**src/aarm_pkg.sv**
```systemverilog
// ----------------------------------------------------------------------------
// aarm_pkg
// shared types, constants and the q4.30 multiply for the axis-angle rotation
// matrix pipeline
// ----------------------------------------------------------------------------
`default_nettype none

package aarm_pkg;

	localparam int AX_W      = 16;
	localparam int ANG_W     = 24;
	localparam int OUT_W     = 16;
	localparam int VAL_W     = 34;
	localparam int L2_W      = 32;
	localparam int LEN_W     = 32;
	localparam int SQ_STEPS  = 32;
	localparam int DIV_STEPS = 31;
	localparam int REM_W     = 14;

	// register stages ahead of the square root and ahead of the cordic
	localparam int FRONT_AX  = 2;
	localparam int FRONT_ANG = 4;

	localparam int          CORDIC_STEPS_DEF  = 16;
	localparam int          OUT_FRAC_BITS_DEF = 14;
	localparam int          UNITS_QUARTER     = 11520;
	localparam logic [17:0] RAD_PER_UNIT      = 18'd146409;
	// 45 * 183, moves the turn count above zero without changing it mod 45
	localparam int          TURN_OFFSET       = 8235;
	localparam int          RECIP_45          = 1456;
	localparam int          TURN_DIV          = 45;

	typedef logic signed [VAL_W-1:0] val_t;
	typedef logic [AX_W-1:0]         mag_t;
	typedef logic [DIV_STEPS-1:0]    quot_t;

	localparam val_t ONE_Q30         = val_t'(1 << 30);
	localparam val_t CORDIC_GAIN_INV = val_t'(32'h26DD3B6A);

	typedef enum logic [1:0] {
		QUAD_0,
		QUAD_90,
		QUAD_180,
		QUAD_270
	} quad_t;

	typedef struct packed {
		logic       zero;
		logic [2:0] neg;
	} flags_t;

	typedef struct packed {
		flags_t flags;
		mag_t   mag_x;
		mag_t   mag_y;
		mag_t   mag_z;
	} axis_tag_t;

	localparam logic [31:0] ATAN_Q30 [0:31] = '{
		32'h3243F6A8, 32'h1DAC6705, 32'h0FADBAFC, 32'h07F56EA6, 32'h03FEAB76,
		32'h01FFD55B, 32'h00FFFAAA, 32'h007FFF55, 32'h003FFFEA, 32'h001FFFFD,
		32'h000FFFFF, 32'h0007FFFF, 32'h0003FFFF, 32'h0001FFFF, 32'h0000FFFF,
		32'h00007FFF, 32'h00003FFF, 32'h00001FFF, 32'h00000FFF, 32'h000007FF,
		32'h000003FF, 32'h000001FF, 32'h000000FF, 32'h0000007F, 32'h0000003F,
		32'h0000001F, 32'h0000000F, 32'h00000008, 32'h00000004, 32'h00000002,
		32'h00000001, 32'h00000000
	};

	localparam logic signed [2*VAL_W-1:0] MUL_HALF = (2*VAL_W)'(1) << 29;

	// q4.30 product, rounded half up
	function automatic val_t mul_q30(val_t a, val_t b);
		logic signed [2*VAL_W-1:0] p;
		p = (2*VAL_W)'(a) * (2*VAL_W)'(b) + MUL_HALF;
		return val_t'(p >>> 30);
	endfunction

endpackage

`default_nettype wire

```
**src/aarm_isqrt.sv**
```systemverilog
// ----------------------------------------------------------------------------
// aarm_isqrt
// pipelined digit-by-digit square root of the squared length shifted by 32,
// one root bit per stage
// ----------------------------------------------------------------------------
`default_nettype none

module aarm_isqrt import aarm_pkg::*; (
	input  wire  logic             clk,
	input  wire  logic             arst_n,
	input  wire  logic             en,
	input  wire  logic             in_vld,
	input  wire  logic [L2_W-1:0]  l2,
	input  wire  axis_tag_t        in_tag,
	output logic                   out_vld,
	output logic [LEN_W-1:0]       len,
	output axis_tag_t              out_tag
);

	logic             vld_s  [0:SQ_STEPS];
	logic [L2_W-1:0]  l2_s   [0:SQ_STEPS];
	logic [35:0]      rem_s  [0:SQ_STEPS];
	logic [LEN_W-1:0] root_s [0:SQ_STEPS];
	axis_tag_t        tag_s  [0:SQ_STEPS];

	assign vld_s[0]  = in_vld;
	assign l2_s[0]   = l2;
	assign rem_s[0]  = '0;
	assign root_s[0] = '0;
	assign tag_s[0]  = in_tag;

	for (genvar k = 0; k < SQ_STEPS; k++) begin : g_stage
		logic [1:0]  pair;
		logic [35:0] remn, trial;

		// the low half of the radicand is all zeros
		if (k < L2_W/2) begin : g_in
			assign pair = l2_s[k][L2_W-1-2*k -: 2];
		end else begin : g_zero
			assign pair = 2'b00;
		end

		assign remn  = {rem_s[k][33:0], pair};
		assign trial = {2'b00, root_s[k], 2'b01};

		always_ff @(posedge clk or negedge arst_n) begin
			if (!arst_n) begin
				vld_s[k+1] <= 1'b0;
			end else if (en) begin
				vld_s[k+1] <= vld_s[k];
			end
		end

		always_ff @(posedge clk) begin
			if (en) begin
				l2_s[k+1]  <= l2_s[k];
				tag_s[k+1] <= tag_s[k];
				if (remn >= trial) begin
					rem_s[k+1]  <= remn - trial;
					root_s[k+1] <= {root_s[k][LEN_W-2:0], 1'b1};
				end else begin
					rem_s[k+1]  <= remn;
					root_s[k+1] <= {root_s[k][LEN_W-2:0], 1'b0};
				end
			end
		end
	end

	assign out_vld = vld_s[SQ_STEPS];
	assign len     = root_s[SQ_STEPS];
	assign out_tag = tag_s[SQ_STEPS];

endmodule

`default_nettype wire

```
**config.mk**
```make
export PLATFORM = sky130hd
export DESIGN_NAME = aarm_isqrt
export DESIGN_NICKNAME = d
export VERILOG_FILES = /design/src/aarm_pkg.sv /design/src/aarm_isqrt.sv
export SDC_FILE = /design/constraint.sdc
export NUM_CORES = 2
export LEC_CHECK = 0
export CAP_MARGIN = 40
export CORE_MARGIN = 8
export CORE_UTILIZATION = 57
export DETAILED_ROUTE_END_ITERATION = 16
export DONT_BUFFER_PORTS = 1
export PLACE_DENSITY = 0.82
export SLEW_MARGIN = 15
export SYNTH_ARGS = -nofsm -noshare
export SYNTH_HDL_FRONTEND = slang
export SYNTH_SLANG_ARGS = --single-unit
```
**constraint.sdc**
```tcl
create_clock -name clk -period 5.55 [get_ports clk]
set_input_delay 1.665 -clock clk [delete_from_list [all_inputs] [get_ports clk]]
set_output_delay 1.665 -clock clk [all_outputs]
set_load 0.005 [all_outputs]
```
Yosys cells after proc, flatten, opt, wreduce, memory -nomap -nowiden
Index checks and enable logic that the tools add are counted.
{"block": "word_totals", "regBits": 3487, "input_bits": 88, "word_cells": 412}
{"block": "classes", "add_sub_neg": 31, "n_lt_le_gt_ge": 32, "muxes": 63}
{"op": "$mux 34", "count": 30}
{"op": "$ge 36x10->1", "count": 1}
{"op": "$ge 36x11->1", "count": 1}
{"op": "$ge 36x12->1", "count": 1}
{"op": "$ge 36x13->1", "count": 1}
{"op": "$ge 36x14->1", "count": 1}
{"op": "$ge 36x15->1", "count": 1}
{"op": "$ge 36x16->1", "count": 1}
{"op": "$ge 36x17->1", "count": 1}
{"op": "$ge 36x18->1", "count": 1}
{"op": "$ge 36x19->1", "count": 1}
{"op": "$ge 36x20->1", "count": 1}
{"op": "$ge 36x21->1", "count": 1}
{"op": "$ge 36x22->1", "count": 1}
{"op": "$ge 36x23->1", "count": 1}
{"op": "$ge 36x24->1", "count": 1}
{"op": "$ge 36x25->1", "count": 1}
{"op": "$ge 36x26->1", "count": 1}
{"op": "$ge 36x27->1", "count": 1}
{"op": "$ge 36x28->1", "count": 1}
{"op": "$ge 36x29->1", "count": 1}
{"op": "$ge 36x3->1", "count": 1}
{"op": "$ge 36x30->1", "count": 1}
{"op": "$ge 36x31->1", "count": 1}
{"op": "other kinds (42)", "count": 73}

Depth between registers and ports, before layout
{"block": "logic_depth", "ltp_word": 2, "ltp_mapped": 14}

Least setup slack after synthesis
OpenSTA, ideal clock, no wires.
{"block": "synth_path", "path_type": "reg2reg", "from": "reg rem_s (netlist bit g_stage[26].remn[2])", "to": "reg rem_s (netlist bit g_stage[27].remn[4]) (data pin)", "setup_time_ns": 0.260, "t_arrival_ns": 3.675, "setup_slack_ns": 1.615, "path_stages_with_launch": 12, "path_buffers": 1, "period_less_slack_ns": 3.935, "cell_sequence": "edfxtp_1 > ha_1 > fa_1 > a211o_1 > a211oi_1 > o221ai_1 > a211oi_1 > o41ai_1 > a41o_1 > nor4_1 > clkbuf_1 > mux2_2"}
{"block": "synth_between", "elab_chain_len": 2}
{"item": "from (decl)", "line": "aarm_isqrt.sv:22", "source": "logic [35:0] rem_s [0:SQ_STEPS];"}
{"item": "from (signal, indexed assignment)", "line": "aarm_isqrt.sv:59", "source": "rem_s[k+1] <= remn - trial;"}
{"item": "from (signal, indexed assignment)", "line": "aarm_isqrt.sv:62", "source": "rem_s[k+1] <= remn;"}
{"item": "$sub 34x28->34 or $ge 36x28->1 (tied branches)", "line": "aarm_isqrt.sv:59, aarm_isqrt.sv:58"}
{"item": "$mux 34 (*)", "line": "aarm_isqrt.sv:58", "source": "if (remn >= trial) begin"}
Every way passes the cells marked *; elsewhere a longest branch is shown, timed or not.
A chain may end at the register's enable or synchronous reset.

Worst setup path in the final report
{"block": "layout_path", "from": "in en", "to": "reg rem_s (netlist bit g_stage[28].remn[21]) (enable)"}
{"item": "from (decl)", "line": "aarm_isqrt.sv:11", "source": "input wire logic en,"}
No word-level cell between the ends.

==> metrics.yaml <==
worst_setup_path:
  rr_startpoint: "g_stage[22].remn[2]"
  critPathSlowestCell: "buf_16"
  cp_top_family: "buffers and inverters"
  reg2regPathDepth: 10
  critPathCapture: "g_stage[28].remn[21]"
  crit_path_end_kind: "flop"
  crit_start: "en"
  critical_path_depth: 7
  path_cells: "buf_16 -> buf_16 -> buf_16 -> buf_16 -> buf_16 -> buf_16 -> buf_16"
  r2r_slack_ps: 810
  crit_required_ps: 6050
  path_buf_inv: 7
  crit_fanout: 272
  arrival_ps: 5760
  crit_top_cell: "buf_16"
  max_stage_delay_ps: 890
  worstReg2RegEnd: "g_stage[23].remn[35]"
  critical_path_class: "input pin to flop"
  cp-start-kind: "input pin"
cells_and_area:
  stdcell_area_mm2: 0.1586
  final_cells: 13410
  final_common_cell: "edfxtp_1"
  layout_common_cells: "edfxtp_1, inv_1, nand2_1, ha_1, a21oi_1"
  areaGrowthSynthToFinish_pct: 10.76
  final_nets: 10423
  drive_gt1_share_pct: 7.435
synth:
  synth_compound_area_share_pct: 7.394
  synth-seq-cells: 3452
  seq_area_frac_synth_pct: 72.26
  synth_top_family_by_area: "compound AO/OA/AOI/OAI gates"
  ys_types: 99
  synth_edf_count: 3420
  ys_warn_count: 0
  synth_xor_area_share_pct: 4.965
  synthArstFlopShare_pct: 0.9270
  synthFlopType: "edfxtp_1"
  synthSimpleGateAreaFrac_pct: 7.135
  postSynthCellCount: 9558
  synth.mux.area_fraction_pct: 0.9924
  syn_area_per_cell_um2: 14.98
  synthAdderAreaFrac_pct: 4.848
  syn-num-nets: 10192
  mappedNetlistArea_mm2: 0.1432
die:
  die_h_um: 517.3
  start_util_pct: 57.13
  row_count: 184
  num_io_pins: 173
  core_mm2: 0.2507
  die_w_um: 517.3
  die_area_mm2: 0.2676
clock_tree:
  cts_root_buf: "clkbuf_16"
  clk-insertion-delay-late_ps: 970
  cts_tree: "done"
  hold_buffers: 0
  path_clk_slew_ps: 60
  clk_path_buf_depth: 4
  cts_buffers: 362
  post_cts_buffers: 0
  cts-htree-levels: 5
  clock-sinks: 3452
  cts.repair.resized: 0
sta:
  max_freq_ghz: 0.1900
  period_needed_ps: 5263
  worst_slew_pin_slew_ps: 1261
  fin_crit_sh_pct: 94.84
  clock_skew_ps: 91.42
  rsz0062_at_grt: "no"
  slew_headroom_pct: 15.95
  finalMaxSlewViolations: 0
  hold_viol_final: 0
  setup_violations: 0
outcome:
  status: "finished clean"
grt:
  grt_pass1_vias: 75867
  grt_first_pass_wirelength_um: 390700
  track_usage_pct: 17.84
  grt-ovfl-total: 0
  antenna_found_initial: 10
  grt_start_max_net_pins: 273
routing:
  drtAntennaViolNets: 0
  wl_per_cell_um: 18.27
  vias_per_cell: 5.661
  wl_um: 245000
  vias: 75911
  drt-pass1-iter-count: 8
  drc_errors: 0
  drt-initial-drc-count: 6442
power:
  p_leak_nw: 58.24
  ir_worst_vdd_uv: 353.2
  power_density_mw_per_mm2: 416.0
flow_run:
  cap_violations: 0
worst_hold_path:
  hold_path.class: "flop to flop"
placed_design:
  placed_cells: 12763
  gp_congestion: 0.9435
  placed_cell_area_mm2: 0.1473
  portBuffers: 0
  dp_hpwl_um: 161300
-- per-layer routing --
metal  wire length (um)  vias to the layer above  global-route usage [%]  share of wire [%]
met2             121800                     2237                   31.19                 50
met3              12870                      610                   3.111                5.3
met5                  0                        -                       0                  0
met1             101900                    36812                   22.51                 42
met4               8420                        0                   6.442                3.4
li1                   -                    36252                       -                  -
-- report_power, final --
| part | internal (mW) | switching (mW) |
|---|---|---|
| Sequential | 32.1 | 1.62 |
| Clock | 13.1 | 9.45 |
| Combinational | 4.07 | 5.62 |
| Total | 49.3 | 16.7 |
-- cell type report --
cell class	count	area [um^2]
Antenna cell	1	2.502
Fill cell	17250	92070
Clock buffer	455	9472
Multi-Input combinational cell	5251	36410
Inverter	656	2462
Tap cell	3348	4189
Clock inverter	181	1605
Sequential cell	3452	103500
Timing Repair Buffer	66	997.2
-- synth_stat cells, types with 21 or more instances --
library cell,n,area [um^2]
o211ai_1,28,210.2
a211oi_1,60,450.4
or3_1,103,644.4
inv_1,650,2440
nor2_1,508,1907
mux2_2,120,1351
nor3_1,192,960.9
clkbuf_1,120,450.4
nand2b_1,108,675.7
o31ai_1,53,397.9
xnor2_1,408,3573
nor2b_1,64,400.4
o21bai_1,59,442.9
nand2_1,559,2098
nand4_1,62,387.9
a211o_1,21,183.9
o21a_1,90,675.7
xor2_1,404,3538
a2111oi_0,21,183.9
a21o_1,224,1682
a31oi_1,40,250.2
edfxtp_1,3420,102700
buf_4,54,405.4
or2_2,37,231.5
ha_1,531,6644
and3_1,38,237.7
or4_1,55,412.9
nor4_1,121,757.0
a21oi_1,516,2582
dfrtp_1,32,800.8
o21ai_0,432,2162
nand3_1,114,570.6
-- worst register-to-register path, stage by stage, from the launching register on --
cell       delay, ps
edfxtp_1         470
ha_1             350
a211o_1          290
a2111oi_0        730
o32ai_1          350
a221oi_1         580
o21ai_0          300
o311ai_0         610
nand3_1          290
nor4_1           440
xor2_1           110
-- registers in the layout, summed over array words and instances, names as in the netlist --
signal and cells:
len 32, out_tag 52, tag_s 1612, l2_s 210, g_stage.trial 496, out_vld 1
g_stage.remn 988, g_stage.pair 30, vld_s 31
-- kinds of logic (layout without fill, tap and decap cells) --
family | count (synthesis) | in the layout
DFF | 3452 | 3452
and+or+nand+nor | 2069 | 2069
AOI/OAI and AO/OA | 1696 | 1696
buffers and inverters | 855 | 1358
xor gates and xnor gates | 812 | 812
adders and majority gates | 546 | 546
muxes | 127 | 127
other | 1 | 2
-- worst min path at each step --
| stage | cells past startpoint | start | end |
|---|---|---|---|
| after detailed placement | 0 | l2_s[1018] | g_stage[2].pair[0] |
| final | 0 | tag_s[655] | tag_s[603] |
| after floorplan | 0 | l2_s[746] | g_stage[10].pair[0] |
| after global routing | 0 | tag_s[655] | tag_s[603] |
| after global placement | 0 | tag_s[1574] | tag_s[1522] |
| after CTS | 0 | arst_n | vld_s[18] |
-- per-stage QoR --
step / setup WS, ps / power [mW] / hold WS, ps / setup TNS, ps / util (%)
floorplan: 1615 / 40.67 / 400.3 / 0 / -
global placement: -371.8 / 43.21 / 400.4 / -127180 / 58.71
detailed placement: -493.0 / 43.76 / 404.5 / -183100 / 58.76
CTS: 529.4 / 66.56 / 336.5 / 0 / 63.18
global route: 37.22 / 68.93 / 338.3 / 0 / 63.28
finish: 286.6 / 66.00 / 341.6 / 0 / 63.28
Power figures use the tool's default switching activity.
