--- src/aarm_dly.sv ---
// ----------------------------------------------------------------------------
// aarm_dly
// enabled shift line that lines cosine and sine up with the unit axis
// ----------------------------------------------------------------------------
`default_nettype none

module aarm_dly #(
	parameter int DEPTH = 4,
	parameter int WIDTH = 8
) (
	input  wire  logic             clk,
	input  wire  logic             en,
	input  wire  logic [WIDTH-1:0] din,
	output logic [WIDTH-1:0]       dout
);

	logic [WIDTH-1:0] tap_q [DEPTH];

	always_ff @(posedge clk) begin
		if (en) begin
			tap_q[0] <= din;
			for (int k = 1; k < DEPTH; k++) begin
				tap_q[k] <= tap_q[k-1];
			end
		end
	end

	assign dout = tap_q[DEPTH-1];

endmodule

`default_nettype wire

--- config.mk ---
export PLATFORM = sky130hd
export DESIGN_NAME = aarm_dly
export DESIGN_NICKNAME = d
export VERILOG_FILES = /design/src/aarm_dly.sv
export SDC_FILE = /design/constraint.sdc
export NUM_CORES = 1
export LEC_CHECK = 0
export BUFFER_PORTS_ARGS = -buffer_cell sky130_fd_sc_hd__buf_4
export CAP_MARGIN = 5
export CORE_UTILIZATION = 45
export DETAILED_ROUTE_END_ITERATION = 16
export GPL_TIMING_DRIVEN = 0
export PLACE_DENSITY = 0.73
export SETUP_SLACK_MARGIN = 0.1
export SYNTH_ARGS = -nofsm -noshare
export SYNTH_HDL_FRONTEND = slang
export SYNTH_SLANG_ARGS = --single-unit
--- constraint.sdc ---
create_clock -name clk -period 0.8 [get_ports clk]
set_input_delay 0 -clock clk [delete_from_list [all_inputs] [get_ports clk]]
set_output_delay 0 -clock clk [all_outputs]
set_load 0.1 [all_outputs]
* Word-level counts from Yosys, hierarchy flattened
Memory sizes are Yosys's and may differ from the RTL's. Cells that the tools add are included.
Storage, ports and cells: register bits after elaboration 0, memory bits (writable) 32, input bits 10, word-level logic and storage cells 3, memories kept 1
Operators by class: multiplexer cells 2
Memories:
- tap_q | words 4, width 8, rd ports 4, clocked after memory_dff 0, wr ports 4, line 17 | logic [WIDTH-1:0] tap_q [DEPTH];
Operators by type and width (number):
- $mux W1 | 2

* Depth between registers and ports, before layout
Gate-level depths: netlist of run 1.
depth in word-level cells 2, depth in mapped cells 0, gate-level depth less buffers 0

* Worst setup path after synthesis of run 1
No wires, ideal clock.
path type flip-flop to output port, from memory tap_q[3][0], to output dout[0], data arrival time 904 ps, slack -104 ps, stages on the path, launching flop included 1, buffers on the path 0, path through edfxtp_1
RTL lines:
- start: declaration | line 17
- end: declaration | line 14 | output logic [WIDTH-1:0] dout

==> results of run 1 <==
## logic make-up after synthesis
logic type and count (synthesis):
flops 32
## cells in the mapped netlist, drive strengths merged
cell and number:
edfxtp 32
## path summary, 6_finish.rpt
path / startpoint / slack [ps] / end / cells after the start
setup reg to reg: tap_q[2][5]$_DFFE_PP_ / 160 / tap_q[3][5]$_DFFE_PP_ / 0
hold reg to reg: tap_q[2][3]$_DFFE_PP_ / 420 / tap_q[3][3]$_DFFE_PP_ / 0
setup / recovery: tap_q[3][1]$_DFFE_PP_ / -90 / dout[1] / 1
hold / removal: en / 140 / tap_q[0][7]$_DFFE_PP_ / 1
## through the flow
| stage | setup WS (ps) | total power, mW | setup TNS, ps |
|---|---|---|---|
| final | -93.60 | 3.098 | -668.5 |
| after detailed placement | 105.0 | 2.301 | 0 |
| after CTS | -114.4 | 3.137 | -838.8 |
| after global placement | 129.0 | 2.286 | 0 |
| after global routing | -158.5 | 3.226 | -1168 |
| after floorplan | -104.0 | 2.198 | -832.1 |
## repair_timing
item                       4_1_cts  5_1_grt
resized for setup                8        0
hold buffers                     8        0
hold endpoints to repair         8        0
gates cloned                     0        0
setup endpoints to repair        8        8
## layout by cell type (no fill, tap or decap)
cell,count
dlygate4sd3_1,8
buf_4,9
clkinv_1,1
clkbuf_4,5
buf_6,8
edfxtp_1,32
clkbuf_1,2
## layer usage
metal  up-vias  GRT usage  wire [um]
met1       185    0.08808        394
met5         -          0          0
met2        21     0.1707        551
met4         0    0.06667          4
met3         2    0.09259         71
li1        192          -          -
## power groups by stage
| stage | clock network [mW] | logic [mW] | registers (mW) |
|---|---|---|---|
| floorplan | 0 | 0 | 2.20 |
| global placement | 0 | 0.259 | 2.03 |
| detailed placement | 0 | 0.262 | 2.04 |
| CTS | 0.826 | 0.307 | 2.00 |
| global route | 0.892 | 0.318 | 2.02 |
| finish | 0.787 | 0.308 | 2.00 |
## cell type report
type | instances | area (sq um)
sequential | 32 | 960.9
fill | 138 | 700.7
timing repair buffer | 25 | 237.7
clock buffer | 7 | 45.04
tap | 27 | 33.78
clock inverter | 1 | 3.754
==> impl_metrics.toml, run 1 <==
[die]
die_height_um = 48.21
rows = 16
die_x_um = 48.21
io_pins = 18
start_util = 0.4848
die_area_sq_um = 2324
coreArea_sq_um = 1982

[synthesis]
synth_warnings = 0
yosys-top-cells-area = "edfxtp_1"
synth_fp_nets = 42
ys_seq_elements = 32
yosysTopAreaCell = "edfxtp_1"
netlist_area_sq_um = 960.9
synth.mux.area_fraction = 0
ys_types = 1
synth-adder-area-share = 0
synthSimpleGateAreaFrac = 0
synth_compound_area_frac = 0
synthCells = 32
synth-xor-area-share = 0
syn_area_per_cell_sq_um = 30.03
ys_seq_area_frac = 1.000
synth_top_area_frac = 1.000

[setup_path]
cp_slowest_stage_delay_ps = 390
critical_path_class = "flip-flop to output pin"
slowest_stage = "edfxtp_1"
cp_max_fo = 1
worstSetupStartpointType = "flip-flop"
endpoint_kind = "output pin"
critPathTopFamily = "flip-flops"
worstPathCellList = "buf_6"
critPathBufInv = 1
cp_data_arrival_time_ps = 890
crit_required_ps = 800

[detailed_routing]
routed_wl_um = 1021
drc = 0
vias_per_cell = 4.348
wire_per_inst_um = 11.10
ant_nets = 0
dr.first_iter.drc_count = 7
num_vias = 400
dr.pass1.iters = 4

[final_layout]
fin_util = 0.6465
fin_cells = 92
antenna_cells = 0
reg_top3 = "tap_q: 32 flops"
drive_gt1_frac = 0.3385
areaGrowthSynthToFinish_pct = 33.33
largest_reg_flops = 32
multi_input_gates = 0
top_register = "tap_q"
fin_area_sq_um = 1281
fin_nets = 74
multiInputGateArea_sq_um = 0

[sta]
timing.final.crit_share = 1.117
slew_headroom = 0.7440
clock.fmax_mhz = 1119
slew_viol_final = 0
rsz0062_at_grt = "true"
finalHoldViolCount = 0
clock_skew_ps = 3.524
tightestPinTransition_ps = 384.0
min_period_ps = 893.6
setup_viol = 8
fin_hold_ws_ps = 135.2
timing.final.ws_setup_ps = -93.60

[global_routing]
grt_max_degree = 33
antenna_found_initial = 0
grt_overflow = 0
track_usage = 0.1079
grt_pass1_wl_um = 1407
grt_pass1_vias = 364

[power]
irDropWorstVdd_uv = 1664
power_per_cell_area_nw_per_um2 = 2418
seqPwrFrac = 0.647
combPwrFrac = 0.099
swShare = 0.2234
intPower_mw = 2.406
p_sw_uw = 692.1
clkPwrFrac = 0.254
cellLeakagePower_nw = 0.4652

[placement]
numPortBuffers = 17
dp.cells = 76
place_congestion = 0.5564
detailed_place.area_sq_um = 1122

[clock_network]
numClockSinks = 32
cts_root_buffer = "clkbuf_4"
clk_path_buf_depth = 2
cts.htree.levels = 2
cts_tree = "done"
cts_made_buffers = 5
post_cts_buffers = 0
clk_pin_slew_ps = 90
clock_latency_ps = 300

[outcome]
violations = "setup timing"
status = "finished with violations"

[flow_run]
drv_cap = 0

[worst_hold_path]
min_path_type = "input port to flip-flop"
(Power assumes the default switching activity.)
==> run 2, diff against run 1 <==
Settings changed: CELL_PAD_IN_SITES_DETAIL_PLACEMENT set to 1, CELL_PAD_IN_SITES_GLOBAL_PLACEMENT set to 1, CORE_ASPECT_RATIO set to 1.75, CORE_UTILIZATION 45 to 41, PLACE_DENSITY 0.73 to 0.75.
==> run 2 against run 1 <==
The run still ends with setup timing left; wire length is 14% higher; global-route usage is 1.1 points higher; count of clock-buffer cells in the layout is 2 lower; non-clock buffer count stayed put; final cell count is 3.3% lower; die area is 9.7% higher; clock power is 4.4% higher; clock skew is 8.5 ps higher; via count is 4.0% higher; sequential share of layout area is 0.073 points higher; first-iteration DRC count is 86% lower; utilization is 5.0 points lower; largest power group unchanged.
==> impl_metrics.toml, run 2 (same netlist as run 1, synthesis figures left out) <==
[outcome]
status = "finished with violations"
violations = "setup timing"

[global_routing]
antenna_found_initial = 0
grt_max_degree = 33
grt_pass1_vias = 414
track_usage = 0.1189
grt_overflow = 0
grt_pass1_wl_um = 1794

[setup_path]
crit_required_ps = 800
slowest_stage = "edfxtp_1"
r2r-start = "tap_q[0][0]$_DFFE_PP_"
critPathTopFamily = "flip-flops"
cp_max_fo = 1
worstPathCellList = "buf_6"
crit_cells = 1
rr_worst_depth = 0
cp_slowest_stage_delay_ps = 390
cp_data_arrival_time_ps = 920
reg2reg_setup_slack_ps = 160
r2r_end = "tap_q[1][0]$_DFFE_PP_"
critical_path_class = "flip-flop to output pin"
endpoint_kind = "output pin"
critPathBufInv = 1
worstSetupStartpointType = "flip-flop"

[final_layout]
multiInputGateArea_sq_um = 0
final_cell_mix = "edfxtp_1, buf_4, dlygate4sd3_1, buf_6, clkbuf_4"
top_register = "tap_q"
antenna_cells = 0
reg_top3 = "tap_q: 32 flops"
multi_input_gates = 0
fin_nets = 74
fillerInstances = 209
final_common_cell = "edfxtp_1"
regArea_sq_um = 960.9
largest_reg_flops = 32
drive_gt1_frac = 0.3692
areaGrowthSynthToFinish_pct = 33.20

[power]
seqPwrFrac = 0.639
power_per_cell_area_nw_per_um2 = 2450
swShare = 0.2380
clkPwrFrac = 0.262
irDropWorstVdd_uv = 1564
intPower_mw = 2.390
cellLeakagePower_nw = 0.4706
combPwrFrac = 0.099
p_sw_uw = 746.4

[detailed_routing]
vias_per_cell = 4.674
ant_nets = 0
dr.pass1.iters = 2
num_vias = 416
routed_wl_um = 1162
wire_per_inst_um = 13.06
dr.first_iter.drc_count = 1
drc = 0

[placement]
place_congestion = 0.5867
numPortBuffers = 17
dp_slack_ps = 96.56
hpwl_um = 666.1

[worst_hold_path]
hp-start = "en"
min_path_type = "input port to flip-flop"
hold_depth = 1
whs_endpoint = "tap_q[0][1]$_DFFE_PP_"

[sta]
fin_hold_ws_ps = 114.6
finalHoldViolCount = 0
slew_headroom = 0.7416
timing.final.crit_share = 1.151
min_period_ps = 921.0
timing.final.ws_setup_ps = -121.0
clock_skew_ps = 11.98
tightestPinTransition_ps = 387.6
rsz0062_at_grt = "true"
clock.fmax_mhz = 1086
slew_viol_final = 0
setup_viol = 8

[clock_network]
cts_made_buffers = 5
numClockSinks = 32
clock_latency_ps = 330
clk_path_buf_depth = 2
cts_root_buffer = "clkbuf_4"
cts.htree.levels = 2
clk_pin_slew_ps = 100
cts_tree = "done"

[die]
die_x_um = 38.60
rows = 22
die_height_um = 66.04
coreArea_sq_um = 2147
die_area_sq_um = 2549
start_util = 0.4476
io_pins = 18

[flow_run]
drv_cap = 0
-- run 2: cell types whose count changed in the layout (fill, tap and decap cells not counted), sizes merged --
cell    delta
clkbuf     -2
clkinv     +2
-- run 2: area by class of cell --
class	instances	area share
clock buffers	5	0.02933
clock inverters	3	0.01075
flip-flops and latches	32	0.7507
well taps	24	0.02346
repair buffers	25	0.1857
-- run 2: power groups by stage --
stage	logic (mW)	registers [mW]	clock network [mW]
floorplan	0	2.20	0
CTS	0.309	2.01	0.852
global route	0.319	2.02	0.918
finish	0.309	2.00	0.822
detailed placement	0.264	2.04	0
global placement	0.259	2.03	0
-- run 2: timing repair --
item                                    CTS  global route
endpoints found under the setup margin    8             8
hold endpoints to repair                  8             0
hold buffers                              8             0
gates resized for setup                   8             0
buffers inserted                          0             0
-- run 2: worst max path at each step --
stage,to,start
4_1_cts,dout[5],tap_q[3][5]$_DFFE_PP_
3_3_place_gp,tap_q[3][5]$_DFFE_PP_,en
5_1_grt,dout[0],tap_q[3][0]$_DFFE_PP_
2_1_floorplan,dout[0],tap_q[3][0]$_DFFE_PP_
3_5_place_dp,tap_q[2][7]$_DFFE_PP_,en
6_report,dout[5],tap_q[3][5]$_DFFE_PP_
-- run 2: metal layers --
metal / track usage / vias up / wire length [um]
li1: - / 192 / -
met4: 0.09052 / 0 / 42
met1: 0.1073 / 196 / 396
met5: 0 / - / 0
met2: 0.1750 / 23 / 618
met3: 0.08081 / 5 / 104
-- run 2: stage by stage --
stage | power (mW) | cells | utilization | TNS (ps) | instance area, sq um
global placement | 2.289 | 73 | 0.5210 | 0 | 1119
finish | 3.136 | 89 | 0.5962 | -885.6 | 1280
global route | 3.252 | 89 | 0.5962 | -1244 | 1280
detailed placement | 2.306 | 73 | 0.5210 | 0 | 1119
CTS | 3.170 | 89 | 0.5962 | -1023 | 1280
floorplan | 2.198 | 32 | - | -832.1 | 960.9
==> run 3, diff against run 2 <==
Settings changed: CORE_MARGIN set to 4, GPL_ROUTABILITY_DRIVEN set to 0, TNS_END_PERCENT set to 1.
==> run 3 against run 2 <==
The flow still finishes with violations (setup timing); sequential power about the same; sequential share of layout area down 1.7 points; register-to-register slack worse by 20 ps; worst setup slack better by 65 ps; combinational power about the same; final cell count up 1.1%; critical path depth unchanged; critical path type unchanged; highest routed layer unchanged.
==> impl_metrics.toml, run 3 (same netlist as run 1, synthesis figures left out) <==
[outcome]
status = "finished with violations"
violations = "setup timing"

[final_layout]
multi_input_gates = 0
final_common_cell = "edfxtp_1"
top_register = "tap_q"
multiInputGateArea_sq_um = 0
reg_top3 = "tap_q: 32 flops"
final_cell_mix = "edfxtp_1, buf_4, dlygate4sd3_1, buf_6, clkbuf_8"
areaGrowthSynthToFinish_pct = 36.33
largest_reg_flops = 32
drive_gt1_frac = 0.3385
fin_nets = 74
antenna_cells = 0

[power]
intPower_mw = 2.676
p_sw_uw = 746.1
cellLeakagePower_nw = 0.4781
seqPwrFrac = 0.587
swShare = 0.2180
combPwrFrac = 0.090
clkPwrFrac = 0.323
power_per_cell_area_nw_per_um2 = 2612
irDropWorstVdd_uv = 1537

[detailed_routing]
routed_wl_um = 1238
vias_per_cell = 4.622
ant_nets = 0
num_vias = 416
wire_per_inst_um = 13.76
dr.pass1.iters = 3
dr.first_iter.drc_count = 21
drc = 0

[global_routing]
grt_pass1_wl_um = 1973
grt_max_degree = 33
grt_overflow = 0
grt_pass1_vias = 437
track_usage = 0.1006
antenna_found_initial = 0

[setup_path]
crit_required_ps = 800
cp_data_arrival_time_ps = 860
critical_path_class = "flip-flop to output pin"
worstPathCellList = "buf_6"
reg2reg_setup_slack_ps = 140
cp_slowest_stage_delay_ps = 380
critPathTopFamily = "flip-flops"
rr_worst_depth = 0
worstSetupStartpointType = "flip-flop"
endpoint_kind = "output pin"
slowest_stage = "edfxtp_1"
r2r_end = "tap_q[1][4]$_DFFE_PP_"
cp_max_fo = 1
r2r-start = "tap_q[0][4]$_DFFE_PP_"
critPathBufInv = 1

[clock_network]
post_cts_buffers = 0
cts_tree = "done"
clk_path_buf_depth = 2
numClockSinks = 32
cts_root_buffer = "clkbuf_8"
cts_made_buffers = 5
cts.htree.levels = 2
clock_latency_ps = 270
clk_pin_slew_ps = 60

[sta]
slew_viol_final = 0
setup_viol = 8
clock.fmax_mhz = 1168
rsz0062_at_grt = "true"
tightestPinTransition_ps = 380.2
slew_headroom = 0.7465
timing.final.crit_share = 1.070
min_period_ps = 855.8
clock_skew_ps = 3.079
timing.final.ws_setup_ps = -55.83
finalHoldViolCount = 0
finalSetupTns_ps = -363.2

[worst_hold_path]
hold_depth = 1
whs_endpoint = "tap_q[1][4]$_DFFE_PP_"
hp-start = "en"
min_path_type = "input port to flip-flop"

[die]
start_util = 0.4227
die_height_um = 72.04
io_pins = 18
coreArea_sq_um = 2273
die_x_um = 44.60
die_area_sq_um = 3213
rows = 23

[placement]
dp_slack_ps = 100.4
numPortBuffers = 17

[flow_run]
drv_cap = 0
## run 3: worst max path at each step
stage / from / to / slack, ps / cells past startpoint
after CTS: tap_q[3][1]$_DFFE_PP_ / dout[1] / -80 / 1
after detailed placement: en / tap_q[3][1]$_DFFE_PP_ / 100 / 1
after global placement: en / tap_q[3][3]$_DFFE_PP_ / 120 / 1
after floorplan: tap_q[3][0]$_DFFE_PP_ / dout[0] / -100 / 0
final: tap_q[3][1]$_DFFE_PP_ / dout[1] / -60 / 1
after global routing: tap_q[3][7]$_DFFE_PP_ / dout[7] / -100 / 1
## run 3: through the flow
step	std cells	utilization	power (mW)	instance area [sq um]	hold WS [ps]
after floorplan	32	-	2.198	960.9	98.87
after global placement	74	0.4926	2.289	1120	178.3
after detailed placement	74	0.4926	2.307	1120	179.5
after CTS	90	0.5762	3.482	1310	166.1
after global routing	90	0.5762	3.581	1310	182.8
final	90	0.5762	3.422	1310	174.0
## run 3: power groups by stage
stage	registers (mW)	logic (mW)	clock network (mW)
after floorplan	2.20	0	0
after global placement	2.03	0.260	0
after detailed placement	2.04	0.265	0
after CTS	2.01	0.310	1.16
after global routing	2.02	0.322	1.24
final	2.01	0.309	1.10
## run 3: timing repair
item / CTS / global route
endpoints found under the setup margin: 8 / 8
resized for setup: 8 / 0
endpoints found under the hold margin: 8 / 0
hold buffers: 8 / 0
## run 3: layout make-up
cell class / count / area, sq um
sequential: 32 / 960.9
clock inverter: 1 / 3.754
clock buffer: 7 / 76.32
tap: 25 / 31.28
timing repair buffer: 25 / 237.7
fill: 198 / 963.4
## run 3: routing by layer
metal | wire length (um) | up-vias | global-route usage
met4 | 55 | 0 | 0.09060
met2 | 654 | 23 | 0.1536
met5 | 0 | - | 0
met1 | 389 | 196 | 0.08651
li1 | - | 191 | -
met3 | 140 | 6 | 0.05955
